==> config.mk <==
export PLATFORM = sky130hd
export DESIGN_NAME = config_token_lexer
export DESIGN_NICKNAME = d
export VERILOG_FILES = /design/src/rtl/ctl_pkg.sv /design/src/rtl/ctl_lex_core.sv /design/src/rtl/config_token_lexer.sv
export SDC_FILE = /design/constraint.sdc
export NUM_CORES = 1
export LEC_CHECK = 0
export BUFFER_PORTS_ARGS = -buffer_cell sky130_fd_sc_hd__buf_2
export CAP_MARGIN = 20
export CORE_ASPECT_RATIO = 1.25
export CORE_UTILIZATION = 49
export DETAILED_ROUTE_END_ITERATION = 7
export PLACE_DENSITY = 0.75
export SLEW_MARGIN = 10
export SYNTH_ARGS = -nofsm -noshare
export SYNTH_HDL_FRONTEND = slang
export SYNTH_SLANG_ARGS = --single-unit
==> constraint.sdc <==
create_clock -name clk_i -period 12.89 [get_ports clk_i]
set_input_delay 3.867 -clock clk_i [delete_from_list [all_inputs] [get_ports clk_i]]
set_output_delay 3.867 -clock clk_i [all_outputs]
set_load 0.01 [all_outputs]
==> src/rtl/ctl_pkg.sv <==
// Shared types and constants for the configuration text tokenizer.
`default_nettype none

package ctl_pkg;

  // Up to three tokens can come out of one text byte.
  localparam int unsigned MaxRes    = 3;
  localparam int unsigned FifoDepth = 4;

  // Configuration register indexes
  localparam logic CFG_SKIP_COMMENTS = 1'b0;
  localparam logic CFG_SKIP_SPACES   = 1'b1;

  // Character codes
  localparam logic [7:0] CH_HASH   = 8'h23;
  localparam logic [7:0] CH_DOLLAR = 8'h24;
  localparam logic [7:0] CH_BSLASH = 8'h5C;
  localparam logic [7:0] CH_DQUOTE = 8'h22;
  localparam logic [7:0] CH_SQUOTE = 8'h27;
  localparam logic [7:0] CH_SEMI   = 8'h3B;
  localparam logic [7:0] CH_LBRACE = 8'h7B;
  localparam logic [7:0] CH_RBRACE = 8'h7D;
  localparam logic [7:0] CH_LPAREN = 8'h28;
  localparam logic [7:0] CH_RPAREN = 8'h29;
  localparam logic [7:0] CH_SPACE  = 8'h20;
  localparam logic [7:0] CH_NL     = 8'h0A;
  localparam logic [7:0] CH_TAB    = 8'h09;

  typedef enum logic [2:0] {
    MODE_START = 3'd0,
    MODE_IDENT = 3'd1,
    MODE_SQSTR = 3'd2,
    MODE_DQSTR = 3'd3,
    MODE_CMT   = 3'd4,
    MODE_WS    = 3'd5
  } mode_e;

  typedef enum logic [3:0] {
    TOK_UNTERM    = 4'd0,
    TOK_COMMENT   = 4'd1,
    TOK_SPACE     = 4'd2,
    TOK_LPAREN    = 4'd3,
    TOK_RPAREN    = 4'd4,
    TOK_OPEN      = 4'd5,
    TOK_CLOSE     = 4'd6,
    TOK_SEMICOLON = 4'd7,
    TOK_IDENT     = 4'd8,
    TOK_STRING    = 4'd9,
    TOK_EOF       = 4'd10
  } tok_type_e;

  typedef struct packed {
    logic [7:0] text_byte;
    logic       last_byte;
  } in_item_t;

  typedef struct packed {
    tok_type_e   token_type;
    logic [31:0] start_offset;
    logic [31:0] end_offset;
    logic        last_of_run;
  } out_item_t;

endpackage

`default_nettype wire

==> src/rtl/ctl_lex_core.sv <==
// Lexer state registers and the per-byte token decision.
`default_nettype none

module ctl_lex_core #(
  parameter int unsigned OFFSET_BITS = 32
) (
  input  wire logic                             clk_i,
  input  wire logic                             rst_ni,
  input  wire logic                             accept_i,
  input  wire ctl_pkg::in_item_t                item_i,
  input  wire logic                             skip_comments_i,
  input  wire logic                             skip_spaces_i,
  output ctl_pkg::out_item_t [ctl_pkg::MaxRes-1:0] tok_o,
  output logic [1:0]                            tok_cnt_o
);

  localparam logic [OFFSET_BITS-1:0] OffMax = {OFFSET_BITS{1'b1}};

  ctl_pkg::mode_e          mode_q, mode_d;
  logic                    esc_q, esc_d;
  logic                    inv_q, inv_d;
  logic [7:0]              prev_q, prev_d;
  logic [OFFSET_BITS-1:0]  pos_q, pos_d;
  logic [OFFSET_BITS-1:0]  ts_q, ts_d;

  // Candidate tokens: slot 0 closes the open token, slot 1 is a start-mode
  // token or the flush, slot 2 is end of input.
  logic                    cand_v [3];
  ctl_pkg::tok_type_e      cand_t [3];
  logic [OFFSET_BITS-1:0]  cand_s [3];
  logic [OFFSET_BITS-1:0]  cand_e [3];

  function automatic logic is_ws(input logic [7:0] b);
    return b == ctl_pkg::CH_SPACE || b == ctl_pkg::CH_NL || b == ctl_pkg::CH_TAB;
  endfunction

  function automatic logic [OFFSET_BITS-1:0] sat_inc(input logic [OFFSET_BITS-1:0] x);
    return (x == OffMax) ? x : x + OFFSET_BITS'(1);
  endfunction

  function automatic logic [31:0] off32(input logic [OFFSET_BITS-1:0] x);
    logic [63:0] w;
    w = 64'(x);
    return w[31:0];
  endfunction

  // Next state and candidate tokens
  always_comb begin
    logic [7:0]             b;
    logic [OFFSET_BITS-1:0] nxt;
    logic                   do_start;
    b        = item_i.text_byte;
    nxt      = sat_inc(pos_q);
    do_start = 1'b0;
    mode_d   = mode_q;
    esc_d    = esc_q;
    inv_d    = inv_q;
    ts_d     = ts_q;
    for (int i = 0; i < 3; i++) begin
      cand_v[i] = 1'b0;
      cand_t[i] = ctl_pkg::TOK_UNTERM;
      cand_s[i] = '0;
      cand_e[i] = '0;
    end

    unique case (mode_q)
      ctl_pkg::MODE_IDENT: begin
        if (is_ws(b) || b == ctl_pkg::CH_SEMI || b == ctl_pkg::CH_LBRACE ||
            b == ctl_pkg::CH_RBRACE) begin
          if (b == ctl_pkg::CH_LBRACE && prev_q == ctl_pkg::CH_DOLLAR) begin
            inv_d = 1'b1;
          end else if (b == ctl_pkg::CH_RBRACE && inv_q) begin
            inv_d = 1'b0;
          end else begin
            cand_v[0] = 1'b1;
            cand_t[0] = ctl_pkg::TOK_IDENT;
            cand_s[0] = ts_q;
            cand_e[0] = pos_q;
            mode_d    = ctl_pkg::MODE_START;
            do_start  = 1'b1;
          end
        end
      end
      ctl_pkg::MODE_SQSTR, ctl_pkg::MODE_DQSTR: begin
        if (esc_q) begin
          esc_d = 1'b0;
        end else if (b == ctl_pkg::CH_BSLASH) begin
          esc_d = 1'b1;
        end else if (b == ((mode_q == ctl_pkg::MODE_SQSTR) ? ctl_pkg::CH_SQUOTE
                                                          : ctl_pkg::CH_DQUOTE)) begin
          cand_v[0] = 1'b1;
          cand_t[0] = ctl_pkg::TOK_STRING;
          cand_s[0] = ts_q;
          cand_e[0] = nxt;
          mode_d    = ctl_pkg::MODE_START;
        end
      end
      ctl_pkg::MODE_CMT: begin
        if (b == ctl_pkg::CH_NL) begin
          cand_v[0] = 1'b1;
          cand_t[0] = ctl_pkg::TOK_COMMENT;
          cand_s[0] = ts_q;
          cand_e[0] = nxt;
          mode_d    = ctl_pkg::MODE_START;
        end
      end
      ctl_pkg::MODE_WS: begin
        if (!is_ws(b)) begin
          cand_v[0] = 1'b1;
          cand_t[0] = ctl_pkg::TOK_SPACE;
          cand_s[0] = ts_q;
          cand_e[0] = pos_q;
          mode_d    = ctl_pkg::MODE_START;
          do_start  = 1'b1;
        end
      end
      default: begin
        do_start = 1'b1;
      end
    endcase

    // Start-mode look at the byte; runs at most once per byte
    if (do_start) begin
      ts_d      = pos_q;
      cand_s[1] = pos_q;
      cand_e[1] = nxt;
      case (b)
        ctl_pkg::CH_HASH:   mode_d = ctl_pkg::MODE_CMT;
        ctl_pkg::CH_SPACE, ctl_pkg::CH_NL, ctl_pkg::CH_TAB: mode_d = ctl_pkg::MODE_WS;
        ctl_pkg::CH_LPAREN: begin
          cand_v[1] = 1'b1;
          cand_t[1] = ctl_pkg::TOK_LPAREN;
        end
        ctl_pkg::CH_RPAREN: begin
          cand_v[1] = 1'b1;
          cand_t[1] = ctl_pkg::TOK_RPAREN;
        end
        ctl_pkg::CH_LBRACE: begin
          cand_v[1] = 1'b1;
          cand_t[1] = ctl_pkg::TOK_OPEN;
        end
        ctl_pkg::CH_RBRACE: begin
          cand_v[1] = 1'b1;
          cand_t[1] = ctl_pkg::TOK_CLOSE;
        end
        ctl_pkg::CH_SEMI: begin
          cand_v[1] = 1'b1;
          cand_t[1] = ctl_pkg::TOK_SEMICOLON;
        end
        ctl_pkg::CH_SQUOTE: begin
          mode_d = ctl_pkg::MODE_SQSTR;
          esc_d  = 1'b0;
        end
        ctl_pkg::CH_DQUOTE: begin
          mode_d = ctl_pkg::MODE_DQSTR;
          esc_d  = 1'b0;
        end
        default: begin
          mode_d = ctl_pkg::MODE_IDENT;
          inv_d  = 1'b0;
        end
      endcase
    end

    prev_d = b;
    pos_d  = nxt;

    if (item_i.last_byte) begin
      // Flush never collides with a start-mode token: that leaves mode START
      case (mode_d)
        ctl_pkg::MODE_CMT: begin
          cand_v[1] = 1'b1;
          cand_t[1] = ctl_pkg::TOK_COMMENT;
        end
        ctl_pkg::MODE_WS: begin
          cand_v[1] = 1'b1;
          cand_t[1] = ctl_pkg::TOK_SPACE;
        end
        ctl_pkg::MODE_IDENT, ctl_pkg::MODE_SQSTR, ctl_pkg::MODE_DQSTR: begin
          cand_v[1] = 1'b1;
          cand_t[1] = ctl_pkg::TOK_UNTERM;
        end
        default: ;
      endcase
      if (mode_d != ctl_pkg::MODE_START) begin
        cand_s[1] = ts_d;
        cand_e[1] = nxt;
      end
      cand_v[2] = 1'b1;
      cand_t[2] = ctl_pkg::TOK_EOF;
      mode_d    = ctl_pkg::MODE_START;
      esc_d     = 1'b0;
      inv_d     = 1'b0;
      prev_d    = '0;
      pos_d     = '0;
      ts_d      = '0;
    end
  end

  // Skip filtering and packing into consecutive result slots
  always_comb begin
    logic [1:0] cnt;
    logic       keep;
    cnt   = 2'd0;
    tok_o = '0;
    for (int i = 0; i < 3; i++) begin
      keep = cand_v[i] &&
             !(cand_t[i] == ctl_pkg::TOK_COMMENT && skip_comments_i) &&
             !(cand_t[i] == ctl_pkg::TOK_SPACE && skip_spaces_i);
      if (keep) begin
        tok_o[cnt].token_type   = cand_t[i];
        tok_o[cnt].start_offset = off32(cand_s[i]);
        tok_o[cnt].end_offset   = off32(cand_e[i]);
        tok_o[cnt].last_of_run  = 1'b0;
        cnt = cnt + 2'd1;
      end
    end
    if (cnt != 2'd0) begin
      tok_o[cnt - 2'd1].last_of_run = 1'b1;
    end
    tok_cnt_o = cnt;
  end

  always_ff @(posedge clk_i or negedge rst_ni) begin
    if (!rst_ni) begin
      mode_q <= ctl_pkg::MODE_START;
      esc_q  <= 1'b0;
      inv_q  <= 1'b0;
      prev_q <= '0;
      pos_q  <= '0;
      ts_q   <= '0;
    end else if (accept_i) begin
      mode_q <= mode_d;
      esc_q  <= esc_d;
      inv_q  <= inv_d;
      prev_q <= prev_d;
      pos_q  <= pos_d;
      ts_q   <= ts_d;
    end
  end

endmodule

`default_nettype wire

==> src/rtl/config_token_lexer.sv <==
// Output: a token is registered into the result queue when its text byte transfers.
// Throughput: one byte per cycle while each byte yields at most one token and
// the output is not stalled; a byte yielding two or three tokens drains them one
// per cycle while the output is not stalled, from a four-entry result queue, and
// input stalls while the queue holds two or more. Reset: lexer state, offset counter, queue and both skip flags clear.
// Top level of the configuration text tokenizer.
`default_nettype none

module config_token_lexer #(
  parameter int unsigned OFFSET_BITS = 32
) (
  input  wire logic               clk_i,
  input  wire logic               rst_ni,
  input  wire logic               in_valid_i,
  output logic                    in_stall_o,
  input  wire ctl_pkg::in_item_t  in_data_i,
  output logic                    out_valid_o,
  input  wire logic               out_stall_i,
  output ctl_pkg::out_item_t      out_data_o,
  input  wire logic               cfg_we_i,
  input  wire logic               cfg_idx_i,
  input  wire logic               cfg_data_i
);

  localparam int unsigned PtrW = $clog2(ctl_pkg::FifoDepth);
  localparam int unsigned CntW = $clog2(ctl_pkg::FifoDepth + 1);

  logic skip_comments_q, skip_spaces_q;
  logic in_acc, out_acc;

  ctl_pkg::out_item_t [ctl_pkg::MaxRes-1:0] tok;
  logic [1:0]                               tok_cnt;

  ctl_pkg::out_item_t fifo_q [ctl_pkg::FifoDepth];
  logic [PtrW-1:0]    wr_ptr_q, rd_ptr_q;
  logic [CntW-1:0]    count_q;

  assign in_stall_o  = count_q > CntW'(ctl_pkg::FifoDepth - ctl_pkg::MaxRes);
  assign in_acc      = in_valid_i && !in_stall_o;
  assign out_valid_o = count_q != '0;
  assign out_acc     = out_valid_o && !out_stall_i;
  assign out_data_o  = fifo_q[rd_ptr_q];

  ctl_lex_core #(
    .OFFSET_BITS(OFFSET_BITS)
  ) u_core (
    .clk_i          (clk_i),
    .rst_ni         (rst_ni),
    .accept_i       (in_acc),
    .item_i         (in_data_i),
    .skip_comments_i(skip_comments_q),
    .skip_spaces_i  (skip_spaces_q),
    .tok_o          (tok),
    .tok_cnt_o      (tok_cnt)
  );

  always_ff @(posedge clk_i or negedge rst_ni) begin
    if (!rst_ni) begin
      skip_comments_q <= 1'b0;
      skip_spaces_q   <= 1'b0;
    end else if (cfg_we_i) begin
      unique case (cfg_idx_i)
        ctl_pkg::CFG_SKIP_COMMENTS: skip_comments_q <= cfg_data_i;
        ctl_pkg::CFG_SKIP_SPACES:   skip_spaces_q   <= cfg_data_i;
        default: ;
      endcase
    end
  end

  // Result queue: up to three pushes and one pop per cycle
  always_ff @(posedge clk_i) begin
    if (in_acc) begin
      for (int k = 0; k < ctl_pkg::MaxRes; k++) begin
        if (2'(k) < tok_cnt) begin
          fifo_q[wr_ptr_q + PtrW'(k)] <= tok[k];
        end
      end
    end
  end

  always_ff @(posedge clk_i or negedge rst_ni) begin
    if (!rst_ni) begin
      wr_ptr_q <= '0;
      rd_ptr_q <= '0;
      count_q  <= '0;
    end else begin
      if (in_acc) begin
        wr_ptr_q <= wr_ptr_q + PtrW'(tok_cnt);
      end
      if (out_acc) begin
        rd_ptr_q <= rd_ptr_q + PtrW'(1);
      end
      count_q <= count_q + (in_acc ? CntW'(tok_cnt) : CntW'(0))
                         - (out_acc ? CntW'(1) : CntW'(0));
    end
  end

  a_fifo_room: assert property (@(posedge clk_i) disable iff (!rst_ni)
    in_acc |-> (count_q + CntW'(tok_cnt)) <= CntW'(ctl_pkg::FifoDepth))
    else $error("result queue overflow");

  a_last_yields_eof: assert property (@(posedge clk_i) disable iff (!rst_ni)
    (in_acc && in_data_i.last_byte) |-> tok_cnt != 2'd0)
    else $error("last byte produced no token");

  a_count_bound: assert property (@(posedge clk_i) disable iff (!rst_ni)
    count_q <= CntW'(ctl_pkg::FifoDepth))
    else $error("queue count out of range");

  a_pop_moves_ptr: assert property (@(posedge clk_i) disable iff (!rst_ni)
    out_acc |=> rd_ptr_q == $past(rd_ptr_q) + PtrW'(1))
    else $error("read pointer did not advance on transfer");

endmodule

`default_nettype wire

==> impl_results.md, run 1 <==
- Hold slack: 0.474 ns
- Vias per cell: 6.82
- Post-route ant nets: 0
- Min-delay worst type: register to register
- RSZ-0062 raised after global routing: no
- Dpl hpwl: 36.9 mm
- # setup viols final: 0
- Remaining DRCs: 0
- CTS max path bufs: 3
- Total CTS buffers: 37
- CP Data Arrival Time: 10.73 ns
- # hold bufs at CTS: 0
- Slew headroom: 23.3%
- LEAKAGE: 7.49 nW
- Worst skew pair latency: 0.55 ns
- First-pass GRT wire length: 89.5 mm
- Final hold viol count: 0
- Fmax: 96.8 MHz
- Antenna violations before repair: 0
- Max-slew violations: 0
- Worst vdd ir: 0.159 mV
- Share of post-route cells with drive strength above 1: 16.3%
- Startpoint types: input pin
- Synth cell types: 77
- Core area: 0.0393 sq mm
- Drt first pass iters: 6
- Iter 0 DRT Violations: 2232
- Largest net degree at the start of global routing: 63
- Filler cell count: 3270
- Period utilisation layout: 80.2%
- Gp weighted congestion: 0.936
- Syn Area/Cell: 10.8 sq um
- #FFs+latches synth: 362
- Commonest non-fill, non-tap cell in the layout: nand2_1
- Die height: 226 um
- Root buffer cell: clkbuf_16
- H-tree Lvls: 2
- DIE WIDTH: 181 um
- Vias in the first global route: 15700
- Worst-path clk slew: 0.06 ns
- CP Class: input pin to register
- Clock skew: 0.0240 ns
- Post-synthesis cell count: 1809
- Most frequent cells in the layout: nand2_1 (282), edfxtp_1 (276), o21ai_0 (205), nor2_1 (147), o22ai_1 (93)
- Area Growth Syn to Fin: 10.7%
- Post-synthesis sequential area ratio: 53.2%
- CTS tree: built
- Drt total wl: 59.1 mm
- Die ar.: 0.0409 sq mm
- Ant diodes: 0
- Ys flop type: edfxtp_1
- Number of synthesized flops with an enable pin: 276
- Number of port buffers: 86
- Post-synth ARST share: 23.8%
- Worst slew pin tran: 1.15 ns
- Placed cell areas: 0.0204 sq mm
- Total gr overflow: 0
- Final #Nets: 1845
- Status: finished clean
- Setup crit end kind: register
- Postcts setup bufs: 0
- Max-Cap Viols: 0
- Starting Density: 49.9%
- Post-CTS sizing: 0
- Total number of vias: 16000
- Fin crit period: 10.33 ns
- TNS Setup: 0 ns
- Worst Path Max Fanout: 36
- Yosys warns: 0
- Power density over cell area: 177 mW/mm^2
- Clk sinks: 362
- Number of core rows: 81
- Req. time, crit path: 13.29 ns
- Finished Cell Area: 0.0217 sq mm
- Global Route Usage Sum: 28.7%
- # IOs: 87
- Synthesized area: 0.0196 sq mm
- Syn_nets: 1835
- Average wire per standard cell: 25.2 um
## power by group
group | switching (mW) | internal (mW)
Combinational | 0.760 | 0.446
Clock | 0.462 | 0.658
Sequential | 0.134 | 1.39
## worst max-delay path: stages
cell and delay [ns]:
buf_2 0.18, or4b_1 0.61, o21ai_2 0.10, a21oi_2 0.11, o31ai_4 0.34, buf_4 0.39
nand2_1 0.08, o21ai_1 0.25, o21ai_2 0.17, a22o_4 0.33, mux2i_4 0.20, o21ai_4 0.36
inv_2 0.15, ha_1 0.24, and2_1 0.22, nor3_1 0.62, nor2b_1 0.69, nand2_4 0.47
nor3_4 0.99, a221o_1 0.31
## kinds of logic (layout without fill, tap and decap cells)
group / count (synthesis) / count (layout) / synth area share, %
muxes: 90 / 90 / 9.07
and+or+nand+nor: 578 / 578 / 13.2
AOI/OAI and AO/OA: 565 / 565 / 18.8
buffers and inverters: 170 / 208 / 3.55
xor gates and xnor gates: 34 / 34 / 1.52
adders and majority gates: 10 / 10 / 0.676
DFF: 362 / 362 / 53.2
## stage by stage
step	utilization [%]	std cells	power (mW)	setup WS (ns)
2_1_floorplan	-	1809	2.31	1.54
3_3_place_gp	51.8	2272	2.71	2.48
3_5_place_dp	51.9	2273	2.74	2.20
4_1_cts	55.1	2340	3.84	2.76
5_1_grt	55.2	2345	3.98	2.33
6_report	55.2	2345	3.85	2.56
## sequential cells by signal, summed over array words and instances, names as in the netlist
| name | count |
|---|---|
| fifo_q | 276 |
| u_core.pos_q | 32 |
| u_core.ts_q | 32 |
| u_core.prev_q | 8 |
| count_q | 3 |
| u_core.mode_q | 3 |
| rd_ptr_q | 2 |
| wr_ptr_q | 2 |
| skip_comments_q | 1 |
| skip_spaces_q | 1 |
| u_core.esc_q | 1 |
| u_core.inv_q | 1 |
## synthesized netlist by cell type, drive strengths merged (4+ instances only)
cell type | instances | area share [%]
a211oi | 4 | 0.15
a21oi | 63 | 1.7
a221o | 76 | 3.9
a22o | 24 | 1.1
a22oi | 25 | 0.96
a311o | 4 | 0.20
a31oi | 14 | 0.45
and2 | 11 | 0.35
and3 | 17 | 0.54
buf | 37 | 1.0
clkbuf | 114 | 2.2
dfrtp | 86 | 11
edfxtp | 276 | 42
ha | 9 | 0.57
inv | 19 | 0.36
mux2i | 19 | 1.0
mux4 | 69 | 7.9
nand2 | 287 | 5.6
nand2b | 7 | 0.22
nand3 | 24 | 0.61
nand4 | 10 | 0.32
nor2 | 151 | 2.9
nor2b | 8 | 0.26
nor3 | 26 | 0.89
nor4 | 4 | 0.13
o21a | 5 | 0.19
o21ai | 234 | 6.1
o22ai | 93 | 3.0
or2 | 6 | 0.19
or3 | 5 | 0.16
xnor2 | 14 | 0.62
xor2 | 20 | 0.89
## area by class of cell
cell class                 instances  area [sq um]  share of cell area [%]
sequential                       362         10400                    48.1
multi-input combinational       1277          8570                    39.4
clock buffer                      53          1100                    5.06
timing repair buffer             122           752                    3.46
tap                              498           623                    2.87
clock inverter                    14           160                   0.737
inverter                          19          71.3                   0.328
## per-layer routing
metal	global-route usage (%)	up-vias	part of all wire, %
met5	0	-	0
met4	16.7	0	5.5
met3	4.90	256	10
met2	48.9	1093	50
met1	34.3	7703	35
li1	-	6936	-
## final timing paths
path	startpoint	to	slack (ns)	cells after the start
min reg2reg	u_core.prev_q[3]$_DFFE_PN0P_	u_core.prev_q[3]$_DFFE_PN0P_	0.47	2
max in group asynchronous	rst_ni	u_core.ts_q[9]$_DFFE_PN0P_	8.41	2
min in group asynchronous	rst_ni	u_core.pos_q[13]$_DFFE_PN0P_	3.25	1
max	in_data_i[1]	fifo_q[3][60]$_SDFFCE_PP0P_	2.56	20
max reg2reg	u_core.mode_q[0]$_DFFE_PN0P_	fifo_q[3][60]$_SDFFCE_PP0P_	5.70	17
min	u_core.prev_q[3]$_DFFE_PN0P_	u_core.prev_q[3]$_DFFE_PN0P_	0.47	2
No activity file was read; power rests on OpenSTA's default activity.
==> inputs of run 2 (changes only) <==
--- a/config.mk
+++ b/config.mk
@@ -10,7 +10,7 @@
 export CORE_ASPECT_RATIO = 1.25
 export CORE_UTILIZATION = 49
 export DETAILED_ROUTE_END_ITERATION = 7
-export PLACE_DENSITY = 0.75
+export PLACE_DENSITY = 0.77
 export SLEW_MARGIN = 10
 export SYNTH_ARGS = -nofsm -noshare
 export SYNTH_HDL_FRONTEND = slang
==> constraint.sdc (replaced) <==
create_clock -name clk_i -period 8.7 [get_ports clk_i]
set_input_delay 2.61 -clock clk_i [delete_from_list [all_inputs] [get_ports clk_i]]
set_output_delay 2.61 -clock clk_i [all_outputs]
set_load 0.01 [all_outputs]
==> impl_results.md, run 2 (same netlist as run 1, synthesis figures left out) <==
- Status: finished with violations
- Violated checks: DRC
- Ant diodes: 0 (unchanged)
- Fmax: 125 MHz
- Startpoint types: input pin
- Dpl hpwl: 36.2 mm (-2.0%)
- Max reg flops: 276 (unchanged)
- Min-delay worst type: register to register
- TNS Setup: 0 ns (unchanged)
- Reg with most FFs: fifo_q
- Final #Nets: 1862 (+0.92%)
- Total number of vias: 16200 (+1.1%)
- Worst Path Max Fanout: 19 (-47%)
- Setup crit end kind: register
- CTS tree: built
- LEAKAGE: 7.56 nW (+0.92%)
- CP delay by family, top: simple AND/OR/NAND/NOR gates
- Fin crit period: 8.03 ns
- Most Frequent Cell on Critical Path: o21ai_2
- Post-CTS sizing: 0 (unchanged)
- Final hold viol count: 0 (unchanged)
- Remaining DRCs: 4 (+4)
- DP Worst Slack: 0.228 ns (-1.97 ns)
- Number of port buffers: 86 (unchanged)
- Total CTS buffers: 37 (unchanged)
- Worst vdd ir: 0.239 mV (+51%)
- Final setup margin: 0.674 ns (-1.88 ns)
- Share of post-route cells with drive strength above 1: 16.8% (+0.46 points)
- Slew headroom: 20.2% (-3.0 points)
- # setup viols final: 0 (unchanged)
- Max-Cap Viols: 0 (unchanged)
- Max-slew violations: 0 (unchanged)
- Number of core rows: 81 (unchanged)
- CP Class: input pin to register
- Power density over cell area: 263 mW/mm^2 (+48%)
- Vias per cell: 6.85 (+0.44%)
- Biggest regs: fifo_q x276, u_core.pos_q x32, u_core.ts_q x32
- Clk sinks: 362 (unchanged)
- Worst skew pair latency: 0.54 ns (about the same)
- RSZ-0062 raised after global routing: no
- Die height: 226 um (unchanged)
- Slowest stage cell, crit path: nor3_4
- Gp weighted congestion: 0.931 (-0.53%)
- Global Route Usage Sum: 28.6% (-0.089 points)
- Postcts setup bufs: 0 (unchanged)
- Vias in the first global route: 15900 (+1.2%)
- Largest net degree at the start of global routing: 70 (+11%)
- CTS max path bufs: 3 (unchanged)
- Area Growth Syn to Fin: 11.2%
- Total gr overflow: 0 (unchanged)
- Most frequent cells in the layout: nand2_1 (282), edfxtp_1 (276), o21ai_0 (205), nor2_1 (148), o22ai_1 (93)
- Root buffer cell: clkbuf_16
- DIE WIDTH: 181 um (unchanged)
- Worst slew pin tran: 1.19 ns (+0.0450 ns)
- Drt first pass iters: 8 (+2)
- WP buf/inv: 1 (-2)
- # IOs: 87 (unchanged)
- Commonest non-fill, non-tap cell in the layout: nand2_1
- Req. time, crit path: 9.08 ns (-4.21 ns)
- Antenna violations before repair: 2 (+2)
- Period utilisation layout: 92.3%
- # hold bufs at CTS: 0 (unchanged)
- Average wire per standard cell: 24.8 um (-1.5%)
- First-pass GRT wire length: 89.4 mm (-0.11%)
- Iter 0 DRT Violations: 1999 (-10%)
- Die ar.: 0.0409 sq mm (unchanged)
- Worst-path clk slew: 0.06 ns (about the same)
- Drt total wl: 58.6 mm (-0.86%)
- Post-route ant nets: 0 (unchanged)
- Starting Density: 49.9% (unchanged)
- Core area: 0.0393 sq mm (unchanged)
- H-tree Lvls: 2 (unchanged)
- Max incr delay on CP: 0.92 ns (-0.07 ns)
- CP Data Arrival Time: 8.41 ns (-2.32 ns)
- Clock skew: 0.0273 ns (+0.00333 ns)
- Crit path cell chain: buf_2 -> or4b_1 -> o21ai_2 -> a21oi_2 -> o31a_2 -> o21ai_1 -> a211oi_1 -> o21a_1 -> or3b_1 -> mux2i_4 -> o21ai_4 -> ha_1 -> a21oi_1 -> nand2b_1 -> nor2_1 -> nand2_1 -> o21ai_2 -> nor3_4 -> a221o_1
## run 2: changes by cell type in the layout (fill, tap and decap cells not counted), moves of 2 or more
| cell | change |
|---|---|
| a21oi_2 | -2 |
| a21oi_1 | +2 |
| clkbuf_8 | -2 |
| bufinv_16 | +3 |
| buf_12 | +4 |
| clkinv_2 | +2 |
| clkbuf_16 | -3 |
| buf_4 | +13 |
## run 2: through the flow
stage	power, mW	cell area [sq um]	hold slack (ns)	utilization [%]	cells
5_1_grt	5.92	21800	0.514	55.5	2360
4_1_cts	5.71	21800	0.482	55.3	2354
3_3_place_gp	4.06	20500	0.457	52.2	2289
2_1_floorplan	3.41	19600	0.441	-	1809
3_5_place_dp	4.08	20500	0.469	52.2	2289
6_report	5.73	21800	0.476	55.5	2360
## run 2: report_power, final
part | switching (mW) | leakage (nW) | internal (mW)
registers | 0.179 | 3.81 | 2.06
clock network | 0.665 | 0.608 | 0.988
logic | 1.16 | 3.14 | 0.677
## run 2: layout make-up
class                      instances  area (sq um)
clock buffer                      47           993
tap                              498           623
timing repair buffer             139           903
sequential                       362         10400
fill                            3249         17500
multi-input combinational       1277          8540
inverter                          19          71.3
clock inverter                    18           246
## run 2: routing by layer
metal	track usage, %	wire (um)	vias up
met5	0	8	-
met2	50.0	28700	1186
li1	-	-	6965
met1	33.2	19900	7744
met4	16.9	3550	2
met3	4.85	6510	264
## run 2: worst paths after layout
| kind | from | end | slack, ns | cells after the start |
|---|---|---|---|---|
| worst min register to register | u_core.prev_q[4]$_DFFE_PN0P_ | u_core.prev_q[4]$_DFFE_PN0P_ | 0.48 | 2 |
| worst min-delay path | u_core.prev_q[4]$_DFFE_PN0P_ | u_core.prev_q[4]$_DFFE_PN0P_ | 0.48 | 2 |
| min in group asynchronous | rst_ni | u_core.pos_q[13]$_DFFE_PN0P_ | 1.99 | 1 |
| worst max-delay path | in_data_i[1] | fifo_q[3][62]$_SDFFCE_PP0P_ | 0.67 | 19 |
| worst max register to register | u_core.prev_q[1]$_DFFE_PN0P_ | fifo_q[1][51]$_SDFFCE_PP0P_ | 2.52 | 20 |
| max in group asynchronous | rst_ni | u_core.ts_q[2]$_DFFE_PN0P_ | 5.48 | 2 |
## run 2: worst register-to-register path, delay by kind of cell, from the launching register on
| family | cells | cell delay (ns) |
|---|---|---|
| and+or+nand+nor | 9 | 2.71 |
| AOI/OAI and AO/OA | 8 | 2.12 |
| adders and majority gates | 1 | 0.41 |
| DFF | 1 | 0.37 |
| muxes | 1 | 0.20 |
| buffers and inverters | 1 | 0.12 |
